## config.mk

```make
export PLATFORM = sky130hd
export DESIGN_NAME = wildcard_word_filter_flat
export DESIGN_NICKNAME = d
export VERILOG_FILES = /design/src/wwf_pkg.sv /design/src/wwf_ifs.sv /design/src/wwf_cfg_regs.sv /design/src/wwf_match_core.sv /design/src/wwf_result_reg.sv /design/src/wildcard_word_filter.sv /design/src/flat_wrapper.sv
export VERILOG_INCLUDE_DIRS = /design/src /design/src/src
export SDC_FILE = /design/constraint.sdc
export NUM_CORES = 1
export LEC_CHECK = 0
export ABC_AREA = 1
export BUFFER_PORTS_ARGS = -buffer_cell sky130_fd_sc_hd__buf_2
export CAP_MARGIN = 0
export CORE_MARGIN = 4
export CORE_UTILIZATION = 50
export CTS_CLUSTER_DIAMETER = 150
export DETAILED_ROUTE_END_ITERATION = 6
export GPL_TIMING_DRIVEN = 0
export PLACE_DENSITY = 0.72
export SETUP_SLACK_MARGIN = 0.2
export SKIP_LAST_GASP = 1
export SYNTH_ARGS = -nofsm -noshare
export SYNTH_HDL_FRONTEND = slang
export SYNTH_HIERARCHICAL = 1
export SYNTH_SLANG_ARGS = --single-unit
```

## constraint.sdc

```tcl
create_clock -name clk -period 3.4 [get_ports clk]
set_input_delay 0.51 -clock clk [delete_from_list [all_inputs] [get_ports clk]]
set_output_delay 0.51 -clock clk [all_outputs]
set_load 0.005 [all_outputs]
```

## src/wildcard_word_filter_defines.svh

```systemverilog
// Assertion macros for the wildcard word filter.
// Included by the files that carry concurrent assertions; no other dependencies.
`ifndef WILDCARD_WORD_FILTER_DEFINES_SVH
`define WILDCARD_WORD_FILTER_DEFINES_SVH

`ifndef SYNTHESIS

// Same-cycle implication, disabled while reset is asserted
`define WWF_ASSERT_IMP(lbl, clk, rst_n, ante, cons) \
	lbl: assert property (@(posedge clk) disable iff (!(rst_n)) (ante) |-> (cons)) \
		else $error("wwf assertion failed");

// Next-cycle implication, disabled while reset is asserted
`define WWF_ASSERT_NXT(lbl, clk, rst_n, ante, cons) \
	lbl: assert property (@(posedge clk) disable iff (!(rst_n)) (ante) |=> (cons)) \
		else $error("wwf assertion failed");

`else

`define WWF_ASSERT_IMP(lbl, clk, rst_n, ante, cons)
`define WWF_ASSERT_NXT(lbl, clk, rst_n, ante, cons)

`endif

`endif

```

## src/wwf_pkg.sv

```systemverilog
// Shared types, constants and helpers for the wildcard word filter.
// No dependencies; used by every other file of the block except the defines header.
package wwf_pkg;

	// Defaults for the top-level parameters
	localparam int PATTERN_MAX_DEF  = 16;
	localparam int MAX_WORD_LEN_DEF = 32;

	// Fixed field widths
	localparam int PAT_SLOTS = 16;  // pattern bytes held by the two 64-bit registers
	localparam int CHAR_W    = 8;
	localparam int PLEN_W    = 5;
	localparam int LIMIT_W   = 6;
	localparam int REG_W     = 64;
	localparam int PADDR_W   = 5;
	localparam int IDX_LSB   = 3;   // registers sit on 8-byte boundaries

	// Wildcard characters
	localparam logic [CHAR_W-1:0] WILD_ONE = 8'h3F;  // '?'
	localparam logic [CHAR_W-1:0] WILD_ANY = 8'h2A;  // '*'

	// Register map
	typedef enum logic [1:0] {
		REG_PAT_LOW  = 2'd0,
		REG_PAT_HIGH = 2'd1,
		REG_PAT_LEN  = 2'd2,
		REG_LIMIT    = 2'd3
	} reg_idx_t;

	typedef struct packed {
		logic [PAT_SLOTS-1:0][CHAR_W-1:0] pat_chars;
		logic [PLEN_W-1:0]                pat_len;
		logic [LIMIT_W-1:0]               limit;
	} cfg_t;

	typedef struct packed {
		logic pattern_matched;
		logic length_fits;
		logic word_accepted;
	} res_t;

	// Lower-case ASCII letters fold to upper case, everything else is kept
	function automatic logic [CHAR_W-1:0] fold(input logic [CHAR_W-1:0] c);
		logic [CHAR_W-1:0] r;
		r = c;
		if (c >= 8'h61 && c <= 8'h7A) begin
			r = c - 8'h20;
		end
		return r;
	endfunction

endpackage

```

## src/wwf_ifs.sv

```systemverilog
// Valid/ready channel interfaces: character words in, verdict words out.
// Depends on wwf_pkg for field widths.
interface wwf_char_if import wwf_pkg::*; ();
	logic              valid;
	logic              ready;
	logic [CHAR_W-1:0] word_char;
	logic              char_present;
	logic              last_char;

	modport source(output valid, word_char, char_present, last_char, input ready);
	modport sink(input valid, word_char, char_present, last_char, output ready);
endinterface

interface wwf_verdict_if;
	logic valid;
	logic ready;
	logic pattern_matched;
	logic length_fits;
	logic word_accepted;

	modport source(output valid, pattern_matched, length_fits, word_accepted, input ready);
	modport sink(input valid, pattern_matched, length_fits, word_accepted, output ready);
endinterface

```

## src/wwf_cfg_regs.sv

```systemverilog
// APB-style configuration registers: pattern bytes, pattern length, length limit.
// Depends on wwf_pkg.
module wwf_cfg_regs import wwf_pkg::*; (
	input  logic               clk,
	input  logic               arst_n,
	input  logic               psel,
	input  logic               penable,
	input  logic               pwrite,
	input  logic [PADDR_W-1:0] paddr,
	input  logic [REG_W-1:0]   pwdata,
	output logic [REG_W-1:0]   prdata,
	output logic               pready,
	output cfg_t               cfg
);

	cfg_t     cfg_q;
	reg_idx_t idx;
	logic     wr_en;

	assign idx    = reg_idx_t'(paddr[PADDR_W-1:IDX_LSB]);
	assign wr_en  = psel && penable && pwrite;
	assign pready = 1'b1;
	assign cfg    = cfg_q;

	// register writes in the access phase
	always_ff @(posedge clk or negedge arst_n) begin
		if (!arst_n) begin
			cfg_q <= '0;
		end else if (wr_en) begin
			case (idx)
				REG_PAT_LOW:  cfg_q.pat_chars[PAT_SLOTS/2-1:0]         <= pwdata;
				REG_PAT_HIGH: cfg_q.pat_chars[PAT_SLOTS-1:PAT_SLOTS/2] <= pwdata;
				REG_PAT_LEN:  cfg_q.pat_len <= pwdata[PLEN_W-1:0];
				REG_LIMIT:    cfg_q.limit   <= pwdata[LIMIT_W-1:0];
				default: ;
			endcase
		end
	end

	// read back
	always_comb begin
		case (idx)
			REG_PAT_LOW:  prdata = cfg_q.pat_chars[PAT_SLOTS/2-1:0];
			REG_PAT_HIGH: prdata = cfg_q.pat_chars[PAT_SLOTS-1:PAT_SLOTS/2];
			REG_PAT_LEN:  prdata = REG_W'(cfg_q.pat_len);
			REG_LIMIT:    prdata = REG_W'(cfg_q.limit);
			default:      prdata = '0;
		endcase
	end

endmodule

```

## src/wwf_match_core.sv

```systemverilog
// Input register and per-character update of the active pattern-position set.
// Depends on wwf_pkg and wwf_char_if.
module wwf_match_core import wwf_pkg::*; #(
	parameter int PATTERN_MAX  = PATTERN_MAX_DEF,
	parameter int MAX_WORD_LEN = MAX_WORD_LEN_DEF
) (
	input  logic        clk,
	input  logic        arst_n,
	wwf_char_if.sink    chars,
	input  cfg_t        cfg,
	input  logic        slot_free,
	output logic        push,
	output res_t        res
);

	localparam int POS_W = PATTERN_MAX + 1;
	localparam int IDX_W = (POS_W > 1) ? $clog2(POS_W) : 1;
	localparam int LEN_W = $clog2(MAX_WORD_LEN + 2);
	localparam int CMP_W = LIMIT_W + 1;
	localparam logic [LEN_W-1:0] LEN_SAT = LEN_W'(MAX_WORD_LEN + 1);

	// input stage
	logic              valid_s1;
	logic [CHAR_W-1:0] char_s1;
	logic              present_s1;
	logic              last_s1;

	// word state
	logic [POS_W-1:0] active_q;
	logic             start_q;
	logic [LEN_W-1:0] len_q;

	logic                   go;
	logic [PLEN_W-1:0]      n;
	logic [PATTERN_MAX-1:0] star;
	logic [PATTERN_MAX-1:0] step;
	logic [POS_W-1:0]       base_set;
	logic [POS_W-1:0]       adv_set;
	logic [POS_W-1:0]       nxt_set;
	logic [LEN_W-1:0]       len_base;
	logic [LEN_W-1:0]       len_nxt;

	// Closure over '*': position j is reached if j-1 is reached and holds '*'.
	// Solved as a parallel-prefix carry network, log2 levels deep.
	function automatic logic [POS_W-1:0] close_star(
		input logic [POS_W-1:0]       set,
		input logic [PATTERN_MAX-1:0] stars
	);
		logic [POS_W-1:0] g;
		logic [POS_W-1:0] p;
		logic [POS_W-1:0] g_n;
		logic [POS_W-1:0] p_n;
		g = set;
		p = {stars, 1'b0};
		for (int d = 1; d < POS_W; d = d * 2) begin
			g_n = g;
			p_n = p;
			for (int j = d; j < POS_W; j++) begin
				g_n[j] = g[j] | (p[j] & g[j-d]);
				p_n[j] = p[j] & p[j-d];
			end
			g = g_n;
			p = p_n;
		end
		return g;
	endfunction

	// handshake: a word-final item waits for room in the result register
	assign go          = valid_s1 && (!last_s1 || slot_free);
	assign chars.ready = !valid_s1 || go;

	always_ff @(posedge clk or negedge arst_n) begin
		if (!arst_n) begin
			valid_s1 <= 1'b0;
		end else if (chars.ready) begin
			valid_s1 <= chars.valid;
		end
	end

	always_ff @(posedge clk) begin
		if (chars.valid && chars.ready) begin
			char_s1    <= chars.word_char;
			present_s1 <= chars.char_present;
			last_s1    <= chars.last_char;
		end
	end

	// effective pattern length
	assign n = (cfg.pat_len > PLEN_W'(PATTERN_MAX)) ? PLEN_W'(PATTERN_MAX) : cfg.pat_len;

	// per-position decode of the pattern against the current character
	always_comb begin
		for (int i = 0; i < PATTERN_MAX; i++) begin
			star[i] = (PLEN_W'(i) < n) && (cfg.pat_chars[i] == WILD_ANY);
			step[i] = (PLEN_W'(i) < n) && (cfg.pat_chars[i] != WILD_ANY) &&
			          ((cfg.pat_chars[i] == WILD_ONE) ||
			           (fold(cfg.pat_chars[i]) == fold(char_s1)));
		end
	end

	// next position set and length
	assign base_set = start_q ? close_star(POS_W'(1), star) : active_q;
	assign adv_set  = {1'b0, base_set[PATTERN_MAX-1:0] & star} |
	                  {base_set[PATTERN_MAX-1:0] & step, 1'b0};
	assign nxt_set  = present_s1 ? close_star(adv_set, star) : base_set;

	assign len_base = start_q ? '0 : len_q;
	assign len_nxt  = (present_s1 && (len_base != LEN_SAT)) ? len_base + 1'b1 : len_base;

	always_ff @(posedge clk or negedge arst_n) begin
		if (!arst_n) begin
			active_q <= '0;
			start_q  <= 1'b1;
			len_q    <= '0;
		end else if (go) begin
			active_q <= nxt_set;
			start_q  <= last_s1;
			len_q    <= len_nxt;
		end
	end

	// verdict for a word-final item
	assign push                = go && last_s1;
	assign res.pattern_matched = nxt_set[n[IDX_W-1:0]];
	assign res.length_fits     = CMP_W'(len_nxt) <= CMP_W'(cfg.limit);
	assign res.word_accepted   = res.pattern_matched && res.length_fits;

endmodule

```

## src/wwf_result_reg.sv

```systemverilog
// Output register for verdict words, drives the outgoing valid/ready channel.
// Depends on wwf_pkg and wwf_verdict_if.
module wwf_result_reg import wwf_pkg::*; (
	input  logic          clk,
	input  logic          arst_n,
	input  logic          push,
	input  res_t          res,
	output logic          slot_free,
	wwf_verdict_if.source verdicts
);

	logic valid_q;
	res_t res_q;

	assign slot_free = !valid_q || verdicts.ready;

	always_ff @(posedge clk or negedge arst_n) begin
		if (!arst_n) begin
			valid_q <= 1'b0;
		end else if (slot_free) begin
			valid_q <= push;
		end
	end

	always_ff @(posedge clk) begin
		if (push && slot_free) begin
			res_q <= res;
		end
	end

	assign verdicts.valid           = valid_q;
	assign verdicts.pattern_matched = res_q.pattern_matched;
	assign verdicts.length_fits     = res_q.length_fits;
	assign verdicts.word_accepted   = res_q.word_accepted;

endmodule

```

## src/wildcard_word_filter.sv

```systemverilog
// Wildcard word filter: top level with configuration port and word channels.
// Depends on wwf_pkg, wwf_ifs, wwf_cfg_regs, wwf_match_core, wwf_result_reg.
//
// Takes one character word per clock and, on the word that carries last_char,
// emits one verdict word (pattern_matched, length_fits, word_accepted) through
// the input register and then the result register. The rate is set by the loop
// through the active-position register: each character updates the set of
// reachable pattern positions, including the '*' closure, combinationally.
// The input side stalls only while a finished verdict is waiting and not taken.
// Registers (64-bit APB, byte address 8*i): pattern bytes 0-7, pattern bytes
// 8-15, pattern length, length limit; write them only while no word is in flight.
`include "wildcard_word_filter_defines.svh"

module wildcard_word_filter import wwf_pkg::*; #(
	parameter int PATTERN_MAX  = PATTERN_MAX_DEF,
	parameter int MAX_WORD_LEN = MAX_WORD_LEN_DEF
) (
	input  logic               clk,
	input  logic               arst_n,
	wwf_char_if.sink           chars,
	wwf_verdict_if.source      verdicts,
	input  logic               psel,
	input  logic               penable,
	input  logic               pwrite,
	input  logic [PADDR_W-1:0] paddr,
	input  logic [REG_W-1:0]   pwdata,
	output logic [REG_W-1:0]   prdata,
	output logic               pready
);

	cfg_t cfg;
	logic slot_free;
	logic push;
	res_t res;

	wwf_cfg_regs u_cfg (
		.clk     (clk),
		.arst_n  (arst_n),
		.psel    (psel),
		.penable (penable),
		.pwrite  (pwrite),
		.paddr   (paddr),
		.pwdata  (pwdata),
		.prdata  (prdata),
		.pready  (pready),
		.cfg     (cfg)
	);

	wwf_match_core #(
		.PATTERN_MAX  (PATTERN_MAX),
		.MAX_WORD_LEN (MAX_WORD_LEN)
	) u_core (
		.clk       (clk),
		.arst_n    (arst_n),
		.chars     (chars),
		.cfg       (cfg),
		.slot_free (slot_free),
		.push      (push),
		.res       (res)
	);

	wwf_result_reg u_res (
		.clk       (clk),
		.arst_n    (arst_n),
		.push      (push),
		.res       (res),
		.slot_free (slot_free),
		.verdicts  (verdicts)
	);

	// input stalls only behind a verdict that is held up downstream
	`WWF_ASSERT_IMP(a_stall_cause, clk, arst_n, !chars.ready, verdicts.valid && !verdicts.ready)
	// the combined verdict agrees with its two parts
	`WWF_ASSERT_IMP(a_accept_and, clk, arst_n, verdicts.valid, verdicts.word_accepted == (verdicts.pattern_matched && verdicts.length_fits))
	// a pattern-length write lands in the register decode
	`WWF_ASSERT_NXT(a_plen_write, clk, arst_n, psel && penable && pwrite && (paddr[PADDR_W-1:IDX_LSB] == REG_PAT_LEN), cfg.pat_len == $past(pwdata[PLEN_W-1:0]))

endmodule
```

## src/flat_wrapper.sv

```systemverilog
// flat-port wrapper written by rule: the top's interface ports become plain ports
module wildcard_word_filter_flat import wwf_pkg::*;
#(
	parameter int PATTERN_MAX  = PATTERN_MAX_DEF,
	parameter int MAX_WORD_LEN = MAX_WORD_LEN_DEF
)
  (clk, arst_n, psel, penable, pwrite, paddr, pwdata, prdata, pready, chars_valid, chars_word_char, chars_char_present, chars_last_char, chars_ready, verdicts_valid, verdicts_pattern_matched, verdicts_length_fits, verdicts_word_accepted, verdicts_ready);
  wwf_char_if chars_i ();
  wwf_verdict_if verdicts_i ();
  input  logic clk;
  input  logic arst_n;
  input  logic psel;
  input  logic penable;
  input  logic pwrite;
  input  logic [PADDR_W-1:0] paddr;
  input  logic [REG_W-1:0] pwdata;
  output logic [REG_W-1:0] prdata;
  output logic pready;
  input wire logic [$bits(chars_i.valid)-1:0] chars_valid;
  input wire logic [$bits(chars_i.word_char)-1:0] chars_word_char;
  input wire logic [$bits(chars_i.char_present)-1:0] chars_char_present;
  input wire logic [$bits(chars_i.last_char)-1:0] chars_last_char;
  output wire logic [$bits(chars_i.ready)-1:0] chars_ready;
  output wire logic [$bits(verdicts_i.valid)-1:0] verdicts_valid;
  output wire logic [$bits(verdicts_i.pattern_matched)-1:0] verdicts_pattern_matched;
  output wire logic [$bits(verdicts_i.length_fits)-1:0] verdicts_length_fits;
  output wire logic [$bits(verdicts_i.word_accepted)-1:0] verdicts_word_accepted;
  input wire logic [$bits(verdicts_i.ready)-1:0] verdicts_ready;
  assign chars_i.valid = chars_valid;
  assign chars_i.word_char = chars_word_char;
  assign chars_i.char_present = chars_char_present;
  assign chars_i.last_char = chars_last_char;
  assign chars_ready = chars_i.ready;
  assign verdicts_valid = verdicts_i.valid;
  assign verdicts_pattern_matched = verdicts_i.pattern_matched;
  assign verdicts_length_fits = verdicts_i.length_fits;
  assign verdicts_word_accepted = verdicts_i.word_accepted;
  assign verdicts_i.ready = verdicts_ready;
  wildcard_word_filter #(.PATTERN_MAX(PATTERN_MAX), .MAX_WORD_LEN(MAX_WORD_LEN)) u_core (.clk(clk), .arst_n(arst_n), .chars(chars_i), .verdicts(verdicts_i), .psel(psel), .penable(penable), .pwrite(pwrite), .paddr(paddr), .pwdata(pwdata), .prdata(prdata), .pready(pready));
endmodule
```

==> qor.csv <==
stage;metric;value;unit
status;outcome;completed;
logic_synthesis;yosys.area.top_type_share;29.4;%
cts;insertion_delay;0.46;ns
floorplanning;initial_core_util;51.0;%
power;combPwrFrac;35.6;%
power;swShare;41.8;%
final_layout;finalNonFillerCells;2996;
logic_synthesis;synth_edf_count;13;
timing;finalCritPeriodShare;95.2;%
timing;maxSlewViolCount;0;
cts;h-tree-depth;4;
logic_synthesis;yosys-top-cells-area;nand2_1 29%, dfrtp_1 29%, nand3_1 7.3%, inv_1 5.4%, nor2_1 5.1%;
logic_synthesis;synthXorXnorAreaFrac;4.23;%
logic_synthesis;ys_types;53;
placement;globalplace.congestion;0.972;
detailed_routing;routedWlPerCell;19.6;um
critical_path;reg2reg_slack;0.16;ns
logic_synthesis;synth_cells;2340;
power;p_per_area;468;mW/mm2
critical_path;worstPathArrival;3.45;ns
timing;slew_headroom;34.8;%
logic_synthesis;async_reset_ff_share;92.7;%
critical_path;reg2reg_to;u_core/u_res/verdicts.word_accepted;
timing;fmax;309;MHz
timing;period_needed;3.24;ns
cts;path_clk_slew;0.08;ns
critical_path;slowest_stage;edfxtp_1;
worst_hold_path;hold_end;u_core/u_core/present_s1;
final_layout;final_common_cell;nand2_1;
flow_run;maxCapViolCount;0;
placement;portBuffers;151;
power;p_switching;3.52;mW
power;p_leak;9.47;nW
timing;skew;0.0172;ns
final_layout;final_cell_mix;1,054 x nand2_1, 200 x inv_1, 187 x nand3_1;
global_route;grt_pass1_wl;87.0;mm
power;seqPwrFrac;38.4;%
critical_path;crit_path_end_kind;flip-flop;
logic_synthesis;ys_seq_elements;178;
global_route;grt_pass1_vias;15300;
critical_path;timing.rr.start;u_core/u_core/char_s1[4];
timing;timing.final.ws_setup;0.165;ns
floorplanning;num_rows;61;
floorplanning;die-area;0.0314;mm2
global_route;grt_use_total;36.2;%
placement;hpwl;42.4;mm
power;finalPower;8.42;mW
detailed_routing;drc;0;
logic_synthesis;syn_area;0.0143;mm2
global_route;overflow;0;
detailed_routing;drtPass1Iterations;6;
worst_hold_path;holdPathStages;1;
logic_synthesis;synthAdderAreaFrac;2.19;%
final_layout;area_growth;25.9;%
floorplanning;die_h;177;um
timing;setup_viol;0;
final_layout;diodes;0;
detailed_routing;final_antenna_net_count;0;
worst_hold_path;hold_path.startpoint;chars_char_present;
logic_synthesis;synth_ff_type;dfrtp_1;
final_layout;seqCellArea;0.00455;mm2
power;power.share.clock;26.0;%
floorplanning;pin_count;156;
logic_synthesis;yosysWarnings;6;
logic_synthesis;synthSimpleGateAreaFrac;48.8;%
timing;fin_hold_ws;0.226;ns
logic_synthesis;synthMuxAreaShare;0;%
cts;tritoncts;yes;
final_layout;drive_above_1_share;22.9;%
timing;hold_viol;0;
floorplanning;die_width;177;um
cts;cts_buffers;17;
detailed_routing;vias_per_cell;5.57;
placement;post-place-ws;-0.534;ns
cts;cts-root-buf;clkbuf_16;
critical_path;critPathLaunchType;flip-flop;
critical_path;cp_max_fo;6;
cts;cts_buffer_depth;2;
critical_path;max_stage_delay;0.39;ns
critical_path;crit_path_frequent_cell;nand2_1;
global_route;grt_max_degree;116;
global_route;antenna_found_initial;0;
power;p_int;4.90;mW
detailed_routing;routed_wl;58.6;mm
logic_synthesis;synth_nets;2451;
logic_synthesis;syn_area_per_cell;6.11;um2
logic_synthesis;yosys.area.top_type;nand2_1;
cts;cts_num_sinks;178;
detailed_routing;drt_iter0_drc;1746;
power;max-vdd-ir-drop;0.400;mV
final_layout;fillers;2637;
timing;rsz0062_at_grt;yes;
floorplanning;core;0.0280;mm2
placement;dp_cells;2870;
critical_path;worst-r2r-cell-count;25;
logic_synthesis;synth_compound_area_share;4.48;%
logic_synthesis;ys_seq_area_share;31.6;%
logic_synthesis;synth_top_family_by_area;simple AND/OR/NAND/NOR gates;
detailed_routing;vias;16700;
worst_hold_path;hold_class;in2reg;
timing;worst_pin_slew;0.976;ns
critical_path;required;3.61;ns
critical_path;crit_type;reg2reg;
final_layout;multi_input_area;0.00932;mm2
final_layout;final_nets;2716;
-- critical path: cells and delay by family, from the launching register on --
| kind | cells | cell delay (ns) |
|---|---|---|
| buffers and inverters | 6 | 0.75 |
| AO/OA/AOI/OAI | 2 | 0.22 |
| flip-flops | 1 | 0.39 |
| AND/OR/NAND/NOR | 16 | 1.46 |
| XOR/XNOR | 1 | 0.16 |
-- synthesized netlist by cell type, types with 8 or more instances --
cell type	n
a21oi_1	45
a31oi_1	8
buf_2	40
buf_4	17
clkbuf_1	8
dfrtp_1	164
edfxtp_1	13
ha_1	25
inv_1	205
inv_2	18
nand2_1	1119
nand2_2	13
nand3_1	208
nand4_1	39
nor2_1	196
nor2_2	15
nor2_4	12
nor3_1	29
o21ai_0	23
or2_2	8
xnor2_1	46
xor2_1	23
-- sequential cells by signal, indices dropped and copies added, names as in the netlist --
signal,count
u_core/u_cfg/cfg,139
u_core/u_core/active_q,17
u_core/u_core/char_s1,8
u_core/u_core/last_s1,1
u_core/u_core/len_q,6
u_core/u_core/present_s1,1
u_core/u_core/start_q,1
u_core/u_core/valid_s1,1
u_core/u_res/verdicts.length_fits,1
u_core/u_res/verdicts.pattern_matched,1
u_core/u_res/verdicts.valid,1
u_core/u_res/verdicts.word_accepted,1
-- power by group through the flow --
| stage | Clock (mW) | Sequential (mW) | Combinational [mW] |
|---|---|---|---|
| final | 2.19 | 3.23 | 3.00 |
| after global routing | 2.29 | 3.30 | 3.31 |
| after CTS | 2.20 | 3.19 | 2.75 |
| after detailed placement | 0 | 3.25 | 2.46 |
| after global placement | 0 | 3.23 | 2.38 |
| after floorplan | 0 | 3.01 | 1.76 |
-- final cells by class --
| cell class | count | area share [%] |
|---|---|---|
| plain buffers | 67 | 2.87 |
| clock buffers | 18 | 2.39 |
| repair buffers | 247 | 9.00 |
| inverters | 227 | 4.94 |
| well taps | 378 | 2.63 |
| clock inverters | 14 | 1.08 |
| multi-input cells | 1867 | 51.8 |
| flip-flops and latches | 178 | 25.3 |
-- how the worst max path moves through the flow --
stage / cells past startpoint / endpoint / slack, ns / from
2_1_floorplan: 17 / u_core/u_res/verdicts.length_fits / 0.36 / u_core/u_core/start_q
3_3_place_gp: 1 / u_core/u_cfg/cfg[66] / -0.91 / arst_n
3_5_place_dp: 26 / u_core/u_res/verdicts.pattern_matched / -0.53 / u_core/u_core/char_s1[2]
4_1_cts: 24 / u_core/u_res/verdicts.word_accepted / 0.20 / u_core/u_cfg/cfg[21]
5_1_grt: 24 / u_core/u_res/verdicts.word_accepted / 0.001 / u_core/u_core/char_s1[0]
6_report: 25 / u_core/u_res/verdicts.word_accepted / 0.16 / u_core/u_core/char_s1[4]
-- through the flow --
| stage | utilization, % | TNS (ns) | area [um2] |
|---|---|---|---|
| after CTS | 61.2 | 0 | 17100 |
| after detailed placement | 55.6 | -1.55 | 15600 |
| after global routing | 64.2 | 0 | 18000 |
| final | 64.2 | 0 | 18000 |
| after global placement | 55.4 | -146.93 | 15500 |
| after floorplan | - | 0 | 14300 |
-- routing by layer --
metal	global-route usage [%]	vias to the layer above	routed length (um)
met5	0	-	0
met4	16.5	0	2840
met3	5.94	177	5760
met2	57.1	898	26200
met1	49.1	7774	23900
li1	-	7843	-
-- cells by family after synthesis --
| logic type | count (synthesis) |
|---|---|
| AOI/OAI and AO/OA | 106 |
| xor gates and xnor gates | 69 |
| adders and majority gates | 25 |
| buffers and inverters | 295 |
| DFF | 178 |
| other | 1 |
| and+or+nand+nor | 1666 |
-- what timing repair did --
action,CTS,global route
setup endpoints to repair,16,5
hold buffers,1,0
setup buffers,50,43
gates resized for setup,148,137
pin swaps,25,69
endpoints found under the hold margin,44,0
gates cloned,0,1
Power figures use the tool's default switching activity.
